$ cat src/design/gda_pkg.sv
`timescale 1ns / 1ps

package gda_pkg;

  typedef enum logic [2:0] {
    ST_IDLE,
    ST_LEAP,
    ST_CHECK,
    ST_STEP,
    ST_DONE
  } state_t;

  typedef enum logic [1:0] {
    STAT_OK       = 2'd0,
    STAT_TOO_MANY = 2'd1,
    STAT_BAD_DATE = 2'd2
  } stat_t;

  localparam logic [8:0] MAX_DAYS_RESET = 9'd300;
  localparam logic [3:0] MONTHS_PER_YEAR = 4'd12;
  localparam logic [4:0] FEB_LEAP_DAYS = 5'd29;
  localparam logic [3:0] MONTH_FEB = 4'd2;

  localparam logic [4:0] MONTH_DAYS [12] = '{
    5'd31, 5'd28, 5'd31, 5'd30, 5'd31, 5'd30,
    5'd31, 5'd31, 5'd30, 5'd31, 5'd30, 5'd31
  };

  typedef struct packed {
    logic load;
    logic check;
    logic step;
    logic publish;
  } cmd_t;

  typedef struct packed {
    logic reject;
    logic step_final;
  } sts_t;

  // length of month m; 0 for a month code that means nothing
  function automatic logic [4:0] month_len(logic [3:0] m, logic leap);
    logic [4:0] n;
    n = 5'd0;
    if (m >= 4'd1 && m <= MONTHS_PER_YEAR) begin
      n = MONTH_DAYS[m - 4'd1];
    end
    if (m == MONTH_FEB && leap) begin
      n = FEB_LEAP_DAYS;
    end
    return n;
  endfunction

endpackage

$ cat src/design/gda_ctrl.sv
`timescale 1ns / 1ps

module gda_ctrl (
  input  logic          clk,
  input  logic          rst_n,
  input  logic          in_valid,
  output logic          in_ready,
  output logic          out_valid,
  input  logic          out_ready,
  input  gda_pkg::sts_t sts,
  output gda_pkg::cmd_t cmd
);

  gda_pkg::state_t state_r, state_nxt;
  logic out_valid_r, out_valid_nxt;
  logic out_free;

  assign out_free  = !out_valid_r || out_ready;
  assign in_ready  = (state_r == gda_pkg::ST_IDLE);
  assign out_valid = out_valid_r;

  always_comb begin
    state_nxt = state_r;
    unique case (state_r)
      gda_pkg::ST_IDLE: begin
        if (in_valid) state_nxt = gda_pkg::ST_LEAP;
      end
      gda_pkg::ST_LEAP: begin
        state_nxt = gda_pkg::ST_CHECK;
      end
      gda_pkg::ST_CHECK: begin
        state_nxt = sts.reject ? gda_pkg::ST_DONE : gda_pkg::ST_STEP;
      end
      gda_pkg::ST_STEP: begin
        if (sts.step_final) state_nxt = gda_pkg::ST_DONE;
      end
      gda_pkg::ST_DONE: begin
        if (out_free) state_nxt = gda_pkg::ST_IDLE;
      end
      default: state_nxt = gda_pkg::ST_IDLE;
    endcase
  end

  always_comb begin
    cmd = '0;
    unique case (state_r)
      gda_pkg::ST_IDLE:  cmd.load = in_valid;
      gda_pkg::ST_LEAP:  cmd = '0;
      gda_pkg::ST_CHECK: cmd.check = 1'b1;
      gda_pkg::ST_STEP:  cmd.step = 1'b1;
      gda_pkg::ST_DONE:  cmd.publish = out_free;
      default:           cmd = '0;
    endcase
  end

  always_comb begin
    out_valid_nxt = out_valid_r;
    if (out_ready) out_valid_nxt = 1'b0;
    if (cmd.publish) out_valid_nxt = 1'b1;
  end

  always_ff @(posedge clk) begin
    if (!rst_n) begin
      state_r     <= gda_pkg::ST_IDLE;
      out_valid_r <= 1'b0;
    end else begin
      state_r     <= state_nxt;
      out_valid_r <= out_valid_nxt;
    end
  end

  // never overwrite a result that is still waiting
  a_publish_free: assert property (@(posedge clk) disable iff (!rst_n)
    cmd.publish |-> (!out_valid_r || out_ready))
    else $error("result published over a pending one");

  a_cmd_onehot: assert property (@(posedge clk) disable iff (!rst_n)
    $onehot0({cmd.load, cmd.check, cmd.step, cmd.publish}))
    else $error("more than one datapath command");

  // a publish always leaves a valid result behind
  a_publish_shows: assert property (@(posedge clk) disable iff (!rst_n)
    cmd.publish |=> out_valid_r)
    else $error("published result not shown");

endmodule

$ cat src/design/gda_dp.sv
`timescale 1ns / 1ps

module gda_dp (
  input  logic          clk,
  input  logic          rst_n,
  input  gda_pkg::cmd_t cmd,
  output gda_pkg::sts_t sts,
  input  logic          cfg_we,
  input  logic [8:0]    cfg_data,
  input  logic [4:0]    day_in,
  input  logic [3:0]    month_in,
  input  logic [13:0]   year_in,
  input  logic [8:0]    days_to_add,
  output logic [4:0]    day_out,
  output logic [3:0]    month_out,
  output logic [13:0]   year_out,
  output logic [1:0]    status
);

  // 25 * INV25 == 1 mod 2**14, so y is a multiple of 25 iff y * INV25 mod 2**14 <= DIV25_LIM
  localparam logic [13:0] INV25     = 14'd7209;
  localparam logic [13:0] DIV25_LIM = 14'd655;

  logic [8:0]  max_days_r;
  logic [4:0]  dd_r, dd_nxt;
  logic [3:0]  mm_r, mm_nxt;
  logic [13:0] yy_r, yy_nxt;
  logic [8:0]  x_r, x_nxt;
  logic        leap_r;
  gda_pkg::stat_t stat_r;
  logic [4:0]  dout_r;
  logic [3:0]  mout_r;
  logic [13:0] yout_r;
  logic [1:0]  sout_r;

  logic [27:0] prod;
  logic        div25, leap_cur;
  logic [4:0]  len;
  logic [4:0]  room;
  logic        over_limit, bad_date, fits;

  assign prod     = {14'd0, yy_r} * {14'd0, INV25};
  assign div25    = (prod[13:0] <= DIV25_LIM);
  assign leap_cur = (yy_r[1:0] == 2'd0) && (!div25 || yy_r[3:0] == 4'd0);

  assign len        = gda_pkg::month_len(mm_r, leap_r);
  assign room       = len - dd_r;
  assign over_limit = (x_r > max_days_r);
  assign bad_date   = (mm_r == 4'd0) || (mm_r > gda_pkg::MONTHS_PER_YEAR) ||
                      (dd_r == 5'd0) || (dd_r > len);
  assign fits       = (x_r <= {4'd0, room});

  assign sts.reject     = over_limit || bad_date;
  assign sts.step_final = fits;

  always_comb begin
    dd_nxt = dd_r;
    mm_nxt = mm_r;
    yy_nxt = yy_r;
    x_nxt  = x_r;
    if (cmd.load) begin
      dd_nxt = day_in;
      mm_nxt = month_in;
      yy_nxt = year_in;
      x_nxt  = days_to_add;
    end else if (cmd.step) begin
      if (fits) begin
        dd_nxt = dd_r + x_r[4:0];
        x_nxt  = 9'd0;
      end else begin
        // jump to the first of the next month
        x_nxt  = x_r - {4'd0, room} - 9'd1;
        dd_nxt = 5'd1;
        if (mm_r == gda_pkg::MONTHS_PER_YEAR) begin
          mm_nxt = 4'd1;
          yy_nxt = yy_r + 14'd1;
        end else begin
          mm_nxt = mm_r + 4'd1;
        end
      end
    end
  end

  always_ff @(posedge clk) begin
    if (!rst_n) begin
      max_days_r <= gda_pkg::MAX_DAYS_RESET;
    end else if (cfg_we) begin
      max_days_r <= cfg_data;
    end
  end

  // leap flag is registered from the year, so it trails a year change; january never needs it
  always_ff @(posedge clk) begin
    dd_r   <= dd_nxt;
    mm_r   <= mm_nxt;
    yy_r   <= yy_nxt;
    x_r    <= x_nxt;
    leap_r <= leap_cur;
    if (cmd.check) begin
      if (over_limit) begin
        stat_r <= gda_pkg::STAT_TOO_MANY;
      end else if (bad_date) begin
        stat_r <= gda_pkg::STAT_BAD_DATE;
      end else begin
        stat_r <= gda_pkg::STAT_OK;
      end
    end
    if (cmd.publish) begin
      if (stat_r == gda_pkg::STAT_OK) begin
        dout_r <= dd_r;
        mout_r <= mm_r;
        yout_r <= yy_r;
      end else begin
        dout_r <= 5'd0;
        mout_r <= 4'd0;
        yout_r <= 14'd0;
      end
      sout_r <= stat_r;
    end
  end

  assign day_out   = dout_r;
  assign month_out = mout_r;
  assign year_out  = yout_r;
  assign status    = sout_r;

  // a month step always lands on a real calendar position
  a_step_sane: assert property (@(posedge clk) disable iff (!rst_n)
    $past(cmd.step) && !$past(fits) |-> (dd_r == 5'd1 && mm_r >= 4'd1 &&
      mm_r <= gda_pkg::MONTHS_PER_YEAR))
    else $error("month step left an invalid date");

endmodule

$ cat src/design/gregorian_date_add_days_unit.sv
`timescale 1ns / 1ps
// an input transfer goes through LEAP and CHECK; a rejected item then goes to DONE,
// an accepted one first runs the STEP loop until the remaining days fit in the month
// a new item is taken only in IDLE, after DONE has published the result; the month-step loop
// of the datapath advances one calendar month per cycle
// reset (rst_n low, synchronous): idle, no result pending, max_days = 300

module gregorian_date_add_days_unit (
  input  logic        clk,
  input  logic        rst_n,
  input  logic        cfg_valid,
  output logic        cfg_ready,
  input  logic [8:0]  cfg_data,
  input  logic        in_valid,
  output logic        in_ready,
  input  logic [4:0]  in_day_in,
  input  logic [3:0]  in_month_in,
  input  logic [13:0] in_year_in,
  input  logic [8:0]  in_days_to_add,
  output logic        out_valid,
  input  logic        out_ready,
  output logic [4:0]  out_day_out,
  output logic [3:0]  out_month_out,
  output logic [13:0] out_year_out,
  output logic [1:0]  out_status
);

  gda_pkg::cmd_t cmd;
  gda_pkg::sts_t sts;

  assign cfg_ready = 1'b1;

  gda_ctrl u_ctrl (
    .clk       (clk),
    .rst_n     (rst_n),
    .in_valid  (in_valid),
    .in_ready  (in_ready),
    .out_valid (out_valid),
    .out_ready (out_ready),
    .sts       (sts),
    .cmd       (cmd)
  );

  gda_dp u_dp (
    .clk         (clk),
    .rst_n       (rst_n),
    .cmd         (cmd),
    .sts         (sts),
    .cfg_we      (cfg_valid && cfg_ready),
    .cfg_data    (cfg_data),
    .day_in      (in_day_in),
    .month_in    (in_month_in),
    .year_in     (in_year_in),
    .days_to_add (in_days_to_add),
    .day_out     (out_day_out),
    .month_out   (out_month_out),
    .year_out    (out_year_out),
    .status      (out_status)
  );

endmodule

$ cat config.mk
export PLATFORM = sky130hd
export DESIGN_NAME = gregorian_date_add_days_unit
export DESIGN_NICKNAME = d
export VERILOG_FILES = /design/src/design/gda_pkg.sv /design/src/design/gda_ctrl.sv /design/src/design/gda_dp.sv /design/src/design/gregorian_date_add_days_unit.sv
export SDC_FILE = /design/constraint.sdc
export NUM_CORES = 1
export LEC_CHECK = 0
export BUFFER_PORTS_ARGS = -buffer_cell sky130_fd_sc_hd__buf_2
export CORE_ASPECT_RATIO = 1.75
export CORE_UTILIZATION = 60
export DETAILED_ROUTE_END_ITERATION = 8
export PLACE_DENSITY = 0.92
export REMOVE_ABC_BUFFERS = 1
export SETUP_SLACK_MARGIN = 0.3
export SLEW_MARGIN = 20
export SYNTH_ARGS = -nofsm -noshare
export SYNTH_HDL_FRONTEND = slang
export SYNTH_SLANG_ARGS = --single-unit
$ cat constraint.sdc
create_clock -name clk -period 10.4 [get_ports clk]
set_clock_uncertainty 0.15 [all_clocks]
set_input_delay 0.52 -clock clk [delete_from_list [all_inputs] [get_ports clk]]
set_output_delay 0.52 -clock clk [all_outputs]
set_load 0.01 [all_outputs]
* Word level (Yosys, flattened, before mapping)
Memory sizes are Yosys's and may differ from the RTL's.
Index checks and enable logic that the tools add are counted.
** Word-level totals
- Memory bits (read-only) :: 80
- Register bits after elaboration :: 73
- Memories kept :: 1
- Word-level logic and storage cells :: 94
** Memories
- (no name shown) :: words 16, bits a word 5, read ports 1, clocked after Yosys merged registers in 0, write ports 0, line gda_pkg.sv:46 : n = MONTH_DAYS[m - 4'd1];
** Cells by class
- Equality and inequality tests :: 10
- Bitwise logic cells :: 1
- Multipliers :: 1
- Order comparisons :: 8
- Mux-type cells :: 30
- Add/sub/neg operators :: 7
- Reduce and logical (&&, ||, !) cells :: 23
** Operators by type and width (number)
- two-way mux 14 bit :: 4
- two-way mux 5 bit :: 7
- two-way mux 9 bit :: 3
- two-way mux 4 bit :: 4
- case mux 3 bit (5 select lines) :: 1
- adder 14 x 1 -> 14 bit (second input constant) :: 1
- <= comparator 14 x 10 -> 1 bit (second input constant) :: 1
- multiplier 14 x 13 -> 14 bit (second input constant) :: 1
- two-way mux 3 bit :: 4
- > comparator 9 bit :: 1
- <= comparator 9 x 5 -> 1 bit :: 1
- subtractor 9 x 1 -> 9 bit (second input constant) :: 1
- subtractor 9 x 5 -> 9 bit :: 1
- zero test 4 bit :: 2
- equality test 3 x 2 -> 1 bit (second input constant) :: 2
- logical OR 1 bit :: 6
- two-way mux 1 bit :: 6
- AND reduction 3 bit :: 2
- nonzero test 2 bit :: 3
- adder 5 bit :: 1
- >= comparator 5 bit (second input constant) :: 1
- > comparator 5 bit :: 1
- zero test 5 bit :: 1
- NOT 4 -> 5 bit :: 1
- other kinds (18) :: 24

* Longest topological paths before layout
Gate-level depths: netlist of run 1.
- Depth after elaboration :: 13
- Mapped depth :: 22

* Modules after synthesis
A second synthesis of run 1 with hierarchy kept.
** Second synthesis, totals
- Cells, all modules :: 522
- Area, all modules :: 5302.6 sq um
** Modules (own cells, without submodules)
- gda_dp :: cells an instance 494, times used 1, area an instance 5058.6 sq um
- gda_ctrl :: cells an instance 26, times used 1, area an instance 232.7 sq um
- gregorian_date_add_days_unit :: cells an instance 2, times used 1, area an instance 11.3 sq um

* Least setup slack after synthesis of run 1
OpenSTA, ideal clock, no wires.
- Kind :: reg-to-reg
- From :: register u_dp.mm_r[0]
- To :: register u_dp.yy_r[0], enable pin
- Period minus slack after synthesis :: 5151 ps
- Library setup time :: 407 ps
- Stages on the path, launching flop included :: 22
- Required time :: 9843 ps
- Setup slack :: 5249 ps
- Data arrival time :: 4594 ps
- Path through :: edfxtp_1 inv_1 ha_1 buf_4 nor2b_1 o21ai_0 nand3_1 a31oi_1 a31oi_1 ha_1 fa_1 inv_1 a21o_1 a21oi_1 xor2_1 ha_1 nand2_1 o21ai_0 o21a_1 buf_6 nand2_1 o31ai_1
** Between the ends
- Word-level cells in the longest chain between the ends :: 11
** Ends and longest elaborated chain
- start, declared :: line gda_dp.sv:26 : logic [3:0] mm_r, mm_nxt;
- start signal, assigned :: line gda_dp.sv:95 : mm_r <= mm_nxt;
- subtractor 4 x 1 -> 4 bit :: line gda_pkg.sv:46
- NOT 4 -> 5 bit (implied by the code) :: line gda_pkg.sv:46
- memory read (16 x 5 bit)
- two-way mux 5 bit (implied by the code) (2 in a row) :: line gda_pkg.sv:46
- two-way mux 5 bit :: line gda_pkg.sv:45 : if (m >= 4'd1 && m <= MONTHS_PER_YEAR) begin
- two-way mux 5 bit :: line gda_pkg.sv:48 : if (m == MONTH_FEB && leap) begin
- subtractor 5 bit :: line gda_dp.sv:47 : assign room = len - dd_r;
- <= comparator 9 x 5 -> 1 bit :: line gda_dp.sv:51 : assign fits = (x_r <= {4'd0, room});
- != test 2 bit (no line)
- AND reduction 3 bit (no line) (*)
- end signal, assigned :: line gda_dp.sv:96 : yy_r <= yy_nxt;
- end, declared :: line gda_dp.sv:27 : logic [13:0] yy_r, yy_nxt;
Mark *: on every way between the ends. The rest lies on a longest branch, timed or not. The select of a mux whose other input is x is not followed.
A chain may end at the register's enable or synchronous reset.

* Worst setup path in the final report of run 1
- From :: register u_dp.mm_r[0]
- To :: register u_dp.yy_r[9], enable pin
Same word-level chain as after synthesis.

==> summary.md, run 1 <==
| Metric | Value |
|---|---|
| Count of final setup violators | 0 |
| CP startpoint kind | flip-flop |
| Worst skew pair latency | between 0.3 and 0.4 ns |
| Multi-input gate area | 3020 um2 |
| Outcome | finished, final reports clean |
| Synthesized area | 5330 um2 |
| Worst Path Arrival | 5.22 ns |
| CTS buffer count | 9 |
| CTS max path bufs | 2 |
| Worst hold start | cfg_data[2] |
| Hold_buf cts | 0 |
| Most frequent CP cell | ha_1 |
| Die height | 127 um |
| Core ar. | 8670 um2 |
| Initial Utilization | 0.615 |
| CP Max Fanout | 14 |
| Primary FF master, synth | edfxtp_1 |
| GRT Overall Usage | 0.281 |
| Area of the die | 9290 um2 |
| Seq/Total Area, Yosys | 0.385 |
| Most frequent cells in the layout | 72 x buf_2, 69 x ha_1, 59 x edfxtp_1 |
| DRC errors left | 0 |
| Fillers | between 600 and 700 |
| First-pass GRT wire length | between 15,000 and 20,000 um |
| Site row count | 45 |
| DRT Wirelength | 11,900 um |
| Synth warnings | 0 |
| Synthesis-stage register bit count | 73 |
| Commonest non-fill, non-tap cell in the layout | buf_2 |
| Worst reg2reg path depth | 19 |
| Largest delay share family, worst path | compound AO/OA/AOI/OAI gates |
| Setup bufs post-CTS | 0 |
| Largest net degree at the start of global routing | 49 |
| GR Overflow Total | 0 |
| Async SR Flop Fraction | 0 |
| R2R Path Start | u_dp.mm_r[0] |
| Hold Path End | u_dp.max_days_r[2] |
| Synth area leaders | edfxtp_1 33%, ha_1 16%, dfxtp_1 5.3%, fa_1 5.3%, nand2_1 3.9% |
| H-tree depth | 3 |
| Post-DR vias/cell | 5.75 |
| Die width | 73.3 um |
| Worst path cell trace | inv_1 -> ha_1 -> nor2b_1 -> o21ai_0 -> nand3_1 -> a31oi_1 -> a31oi_1 -> ha_1 -> fa_1 -> inv_1 -> a21o_1 -> a21oi_1 -> xor2_1 -> ha_1 -> nand2_1 -> o21ai_0 -> o21a_1 -> nand2_1 -> o31ai_4 |
| Mean post-synth cell area | 10.1 um2 |
| Storage cell area | 2050 um2 |
| Detailed Route Iter0 Violations | about 400 |
| Nets | 725 |
| DR WL/cell | 16.5 um |
| Area share of the largest cell type after synthesis | 0.332 |
| Synth unique cells | 54 |
| F_max | 185 MHz |
| Port Buffers | 72 |
| Diodes inserted | 0 |
| Rel. slew slack | 0.280 |
| Critical path class | flip-flop to flip-flop |
| RSZ-0062 raised after global routing | no |
| Crit path from | u_dp.mm_r[0] |
| FF-to-FF End | u_dp.yy_r[9] |
| Hold crit path type | primary input to flip-flop |
| Vias | 4,129 |
| CTS tree | done |
| Worst path max stage delay | 0.68 ns |
| CTS Root Cell | clkbuf_16 |
| Area growth syn-to-layout | 13.6% |
| Number of global-route vias before repair | roughly 4,300 |
| Tcrit/Tclk final | 0.520 |
| Final Hold Fails | 0 |
| Final GP Congestion | 0.924 |
| Post-CTS Resized | 0 |
| Worst hold path depth | 3 |
| Total I/O pin count | 74 |
| DPL Wire Length | 9230 um |
| CTS sink cnt | 73 |
| R2R setup slack | roughly 5.0 ns |
| Post-route ant nets | 0 |
| Antenna violations before repair | 0 |
| Post-route minimum period | 5.41 ns |
| Clock slew seen by the registers of the worst setup and hold paths | 0.06 ns |
| Final slew viol count | 0 |
| Mapped Cells | 530 |
| Worst EP required | 10.21 ns |
| Post-synth EDFFs | 59 |
| Actual slew at the worst max-slew pin | 1.08 ns |
| Area leader, netlist | edfxtp_1 |
| Max_cap viols | 0 |
| WP buf/inv | 2 |
| Setup crit end kind | flip-flop |
| Final setup TNS | 0 ns |
| Layout cell share with drive strength beyond 1 | 0.165 |
| Slowest cell on crit path | o31ai_4 |
| First drt pass iteration count | 5 |
-- flip-flops by register name (all words and copies together) (netlist names) --
name	cells
u_dp.month_out	4
u_dp.status	2
u_dp.yy_r	14
u_dp.dd_r	5
u_dp.stat_r	2
u_dp.year_out	14
u_dp.mm_r	4
u_dp.day_out	5
u_ctrl.state_r	3
u_dp.leap_r	1
u_dp.max_days_r	9
u_dp.x_r	9
u_ctrl.out_valid	1
-- worst max path at each step --
stage                    end  slack, ns  cells past startpoint
2_1_floorplan   u_dp.yy_r[0]       5.16                     19
3_5_place_dp   u_dp.yy_r[13]       4.78                     19
6_report        u_dp.yy_r[9]       4.99                     19
4_1_cts         u_dp.yy_r[9]       4.72                     19
3_3_place_gp   u_dp.yy_r[10]       5.10                     19
5_1_grt         u_dp.yy_r[9]       4.67                     19
-- kinds of logic (layout without fill, tap and decap cells) --
logic type / Yosys count / count (layout) / synth area share
multiplexers: 7 / 7 / 0.0131
XOR/XNOR: 40 / 40 / 0.0657
adder cells (fa/ha/maj): 83 / 83 / 0.214
AND/OR/NAND/NOR: 153 / 153 / 0.140
AO/OA/AOI/OAI: 103 / 103 / 0.129
other: 1 / 1 / 0.000703
buffers and inverters: 70 / 141 / 0.0530
flip-flops: 73 / 73 / 0.385
-- layer usage --
metal,up-vias,track usage,share of wire
met2,160,0.494,0.53
li1,1999,-,-
met5,-,0,0
met1,1910,0.289,0.37
met4,0,0.203,0.065
met3,60,0.0516,0.041
-- worst min-delay path, stage by stage --
cell and delay, ns:
buf_2 0.08, nand2_1 0.04, o211ai_1 0.06
-- cell usage after synthesis, types with 4 or more instances --
| master | instances |
|---|---|
| a211oi_1 | 4 |
| a21o_1 | 11 |
| a21oi_1 | 23 |
| a31oi_1 | 8 |
| and2_1 | 13 |
| and3_1 | 4 |
| buf_2 | 4 |
| clkbuf_1 | 11 |
| dfxtp_1 | 14 |
| edfxtp_1 | 59 |
| fa_1 | 14 |
| ha_1 | 69 |
| inv_1 | 52 |
| mux2i_1 | 7 |
| nand2_1 | 56 |
| nand3_1 | 13 |
| nand4_1 | 4 |
| nor2_1 | 25 |
| nor2b_1 | 11 |
| nor3_1 | 14 |
| o211ai_1 | 4 |
| o21a_1 | 6 |
| o21ai_0 | 22 |
| o31ai_1 | 7 |
| xnor2_1 | 23 |
| xor2_1 | 17 |
-- stage by stage --
| step | setup WS, ns | util | instances | hold slack [ns] | instance area (um2) |
|---|---|---|---|---|---|
| 6_report | 4.99 | 0.699 | 718 | 0.250 | 6060 |
| 3_5_place_dp | 4.78 | 0.666 | 702 | 0.332 | 5780 |
| 3_3_place_gp | 5.10 | 0.666 | 702 | 0.321 | 5780 |
| 5_1_grt | 4.67 | 0.699 | 718 | 0.265 | 6060 |
| 2_1_floorplan | 5.16 | - | 512 | 0.309 | 5250 |
| 4_1_cts | 4.72 | 0.698 | 718 | 0.246 | 6050 |
-- cell type report --
cell class	instances	area share
Tap cell	117	0.0242
Timing Repair Buffer	73	0.0607
Inverter	52	0.0322
Sequential cell	73	0.339
Clock inverter	6	0.00723
Multi-Input combinational cell	387	0.499
Clock buffer	10	0.0378
Power of run 1 is not shown: default switching activity piles up to over one toggle a cycle in this logic, so the estimate is an artifact.
==> inputs of run 2 (changes only) <==
--- a/config.mk
+++ b/config.mk
@@ -7,9 +7,9 @@
 export LEC_CHECK = 0
 export BUFFER_PORTS_ARGS = -buffer_cell sky130_fd_sc_hd__buf_2
 export CORE_ASPECT_RATIO = 1.75
-export CORE_UTILIZATION = 60
+export CORE_UTILIZATION = 53
 export DETAILED_ROUTE_END_ITERATION = 8
-export PLACE_DENSITY = 0.92
+export PLACE_DENSITY = 0.86
 export REMOVE_ABC_BUFFERS = 1
 export SETUP_SLACK_MARGIN = 0.3
 export SLEW_MARGIN = 20
==> constraint.sdc (replaced) <==
create_clock -name clk -period 4.9 [get_ports clk]
set_clock_uncertainty 0.15 [all_clocks]
set_input_delay 0.245 -clock clk [delete_from_list [all_inputs] [get_ports clk]]
set_output_delay 0.245 -clock clk [all_outputs]
set_load 0.01 [all_outputs]
==> summary.md, run 2 (synthesis gave the netlist of run 1 again) <==
| Metric | Value |
|---|---|
| DR WL/cell | 16.7 um |
| Hold crit path type | primary input to flip-flop |
| Worst hold path depth | 3 |
| Largest net degree at the start of global routing | between 40 and 50 |
| Dpl cells | 716 |
| First-pass GRT wire length | 20,100 um |
| Diodes inserted | 0 |
| Worst reg2reg path depth | 20 |
| Final Hold Fails | 0 |
| F_max | 230 MHz |
| Layout cell share with drive strength beyond 1 | 0.185 |
| R2R Path Start | u_dp.mm_r[0] |
| WP buf/inv | 3 |
| DRT Wirelength | 12,300 um |
| Worst EP required | roughly 4.8 ns |
| Commonest non-fill, non-tap cell in the layout | buf_2 |
| RSZ-0062 raised after global routing | no |
| CTS tree | done |
| Rel. slew slack | 0.316 |
| Post-route ant nets | 0 |
| Worst skew pair latency | 0.33 ns |
| Total I/O pin count | 74 |
| Die width | around 78 um |
| Hold_ws | between 0.02 and 0.025 ns |
| First drt pass iteration count | 5 |
| Area of the die | 10,500 um2 |
| Core ar. | about 10000 um2 |
| Count of final setup violators | 0 |
| Hold Path End | u_dp.max_days_r[6] |
| R2R setup slack | between 0.5 and 0.6 ns |
| Outcome | finished, final reports clean |
| Setup crit end kind | flip-flop |
| Final GP Congestion | between 0.8 and 0.9 |
| Critical path class | flip-flop to flip-flop |
| Worst Path Arrival | 4.24 ns |
| FF-to-FF End | u_dp.yy_r[3] |
| Vias | 4,307 |
| Final slew viol count | 0 |
| Final setup TNS | 0 ns |
| Initial Utilization | 0.542 |
| Slowest cell on crit path | ha_2 |
| Area growth syn-to-layout | 16.6% |
| Post-DR vias/cell | 5.84 |
| H-tree depth | 3 |
| Final cell count without fillers | 737 |
| CTS sink cnt | 73 |
| Actual slew at the worst max-slew pin | 1.02 ns |
| Post-route minimum period | 4.36 ns |
| Worst path cell trace | inv_1 -> ha_4 -> nor2b_2 -> o21ai_0 -> nand3_1 -> a31oi_1 -> a31oi_1 -> ha_1 -> fa_1 -> inv_1 -> a21o_1 -> a21oi_1 -> xor2_1 -> ha_2 -> nand2_1 -> o21ai_2 -> o21a_1 -> nand2_1 -> o31ai_2 -> buf_6 |
| Worst hold start | cfg_data[6] |
| Detailed Route Iter0 Violations | 413 |
| Site row count | 48 |
| Antenna violations before repair | 0 |
| GR Overflow Total | 0 |
| CP Max Fanout | 14 |
| Port Buffers | 72 |
| CTS buffer count | 9 |
| Clock slew seen by the registers of the worst setup and hold paths | 0.06 ns |
| Worst path max stage delay | 0.42 ns |
| Number of global-route vias before repair | around 4,400 |
| Die height | 135 um |
| GRT Overall Usage | 0.248 |
| DPL Wire Length | 9590 um |
| Tcrit/Tclk final | 0.889 |
| Most frequent cells in the layout | 72 x buf_2, 67 x ha_1, 59 x edfxtp_1 |
| Largest delay share family, worst path | adder cells |
| DRC errors left | 0 |
| CTS max path bufs | 2 |
| Nets | 736 |
| CTS Root Cell | clkbuf_16 |
| Fillers | 781 |
| Max_cap viols | 0 |
| CP startpoint kind | flip-flop |
==> run 2: cell count changes in the layout (fill, tap and decap cells not counted), sizes merged <==
cell         delta
dlygate4sd3     +4
bufinv          +1
clkinv          -3
clkinvlp        -1
inv             +3
buf             +7
==> run 2: how the worst max path moves through the flow <==
stage / start / endpoint / slack, ns / depth (start not counted)
6_report: u_dp.mm_r[0] / u_dp.yy_r[3] / 0.54 / 20
4_1_cts: u_dp.mm_r[1] / u_dp.yy_r[3] / 0.34 / 20
3_5_place_dp: u_dp.mm_r[1] / u_dp.mm_r[1] / 0.10 / 19
3_3_place_gp: u_dp.mm_r[1] / u_dp.mm_r[1] / 0.38 / 19
5_1_grt: u_dp.mm_r[0] / u_dp.yy_r[3] / 0.31 / 20
2_1_floorplan: u_dp.mm_r[0] / u_dp.yy_r[0] / -0.34 / 19
==> run 2: routing by layer <==
metal  global-route usage  share of wire  up-vias  routed length [um]
met2                0.464           0.54      166                6660
met1                0.246           0.36     2059                4400
li1                     -              -     2017                   -
met3               0.0426          0.043       65                 528
met5                    0              0        -                   0
met4                0.168          0.057        0                 697
==> run 2: cell type report <==
| type | count | area (um2) | share of cell area |
|---|---|---|---|
| inverter | 52 | 195 | 0.0314 |
| clock inverter | 6 | 71.3 | 0.0115 |
| timing repair buffer | 84 | 464 | 0.0747 |
| sequential | 73 | 2050 | 0.330 |
| clock buffer | 10 | 239 | 0.0384 |
| tap | 125 | 156 | 0.0252 |
| multi-input combinational | 387 | 3040 | 0.489 |
==> run 2: repair_timing <==
item / 4_1_cts / 5_1_grt
pin swaps: 0 / 0
endpoints found under the hold margin: 4 / 0
setup buffers: 0 / 1
gates resized for setup: 3 / 6
setup endpoints to repair: 21 / 26
hold buffers: 4 / 0
==> run 2: per-stage QoR <==
stage / cell area (um2) / util / setup slack [ns]
after global routing: 6220 / 0.631 / 0.307
after global placement: 5830 / 0.592 / 0.376
after detailed placement: 5830 / 0.592 / 0.102
final: 6220 / 0.631 / 0.544
after floorplan: 5250 / - / -0.344
after CTS: 6190 / 0.628 / 0.335
==> run 2: tightest hold or removal path: stages <==
cell	delay, ns
buf_2	0.07
mux2i_1	0.05
nor2b_1	0.09
Power of run 2 is left out for the same reason.
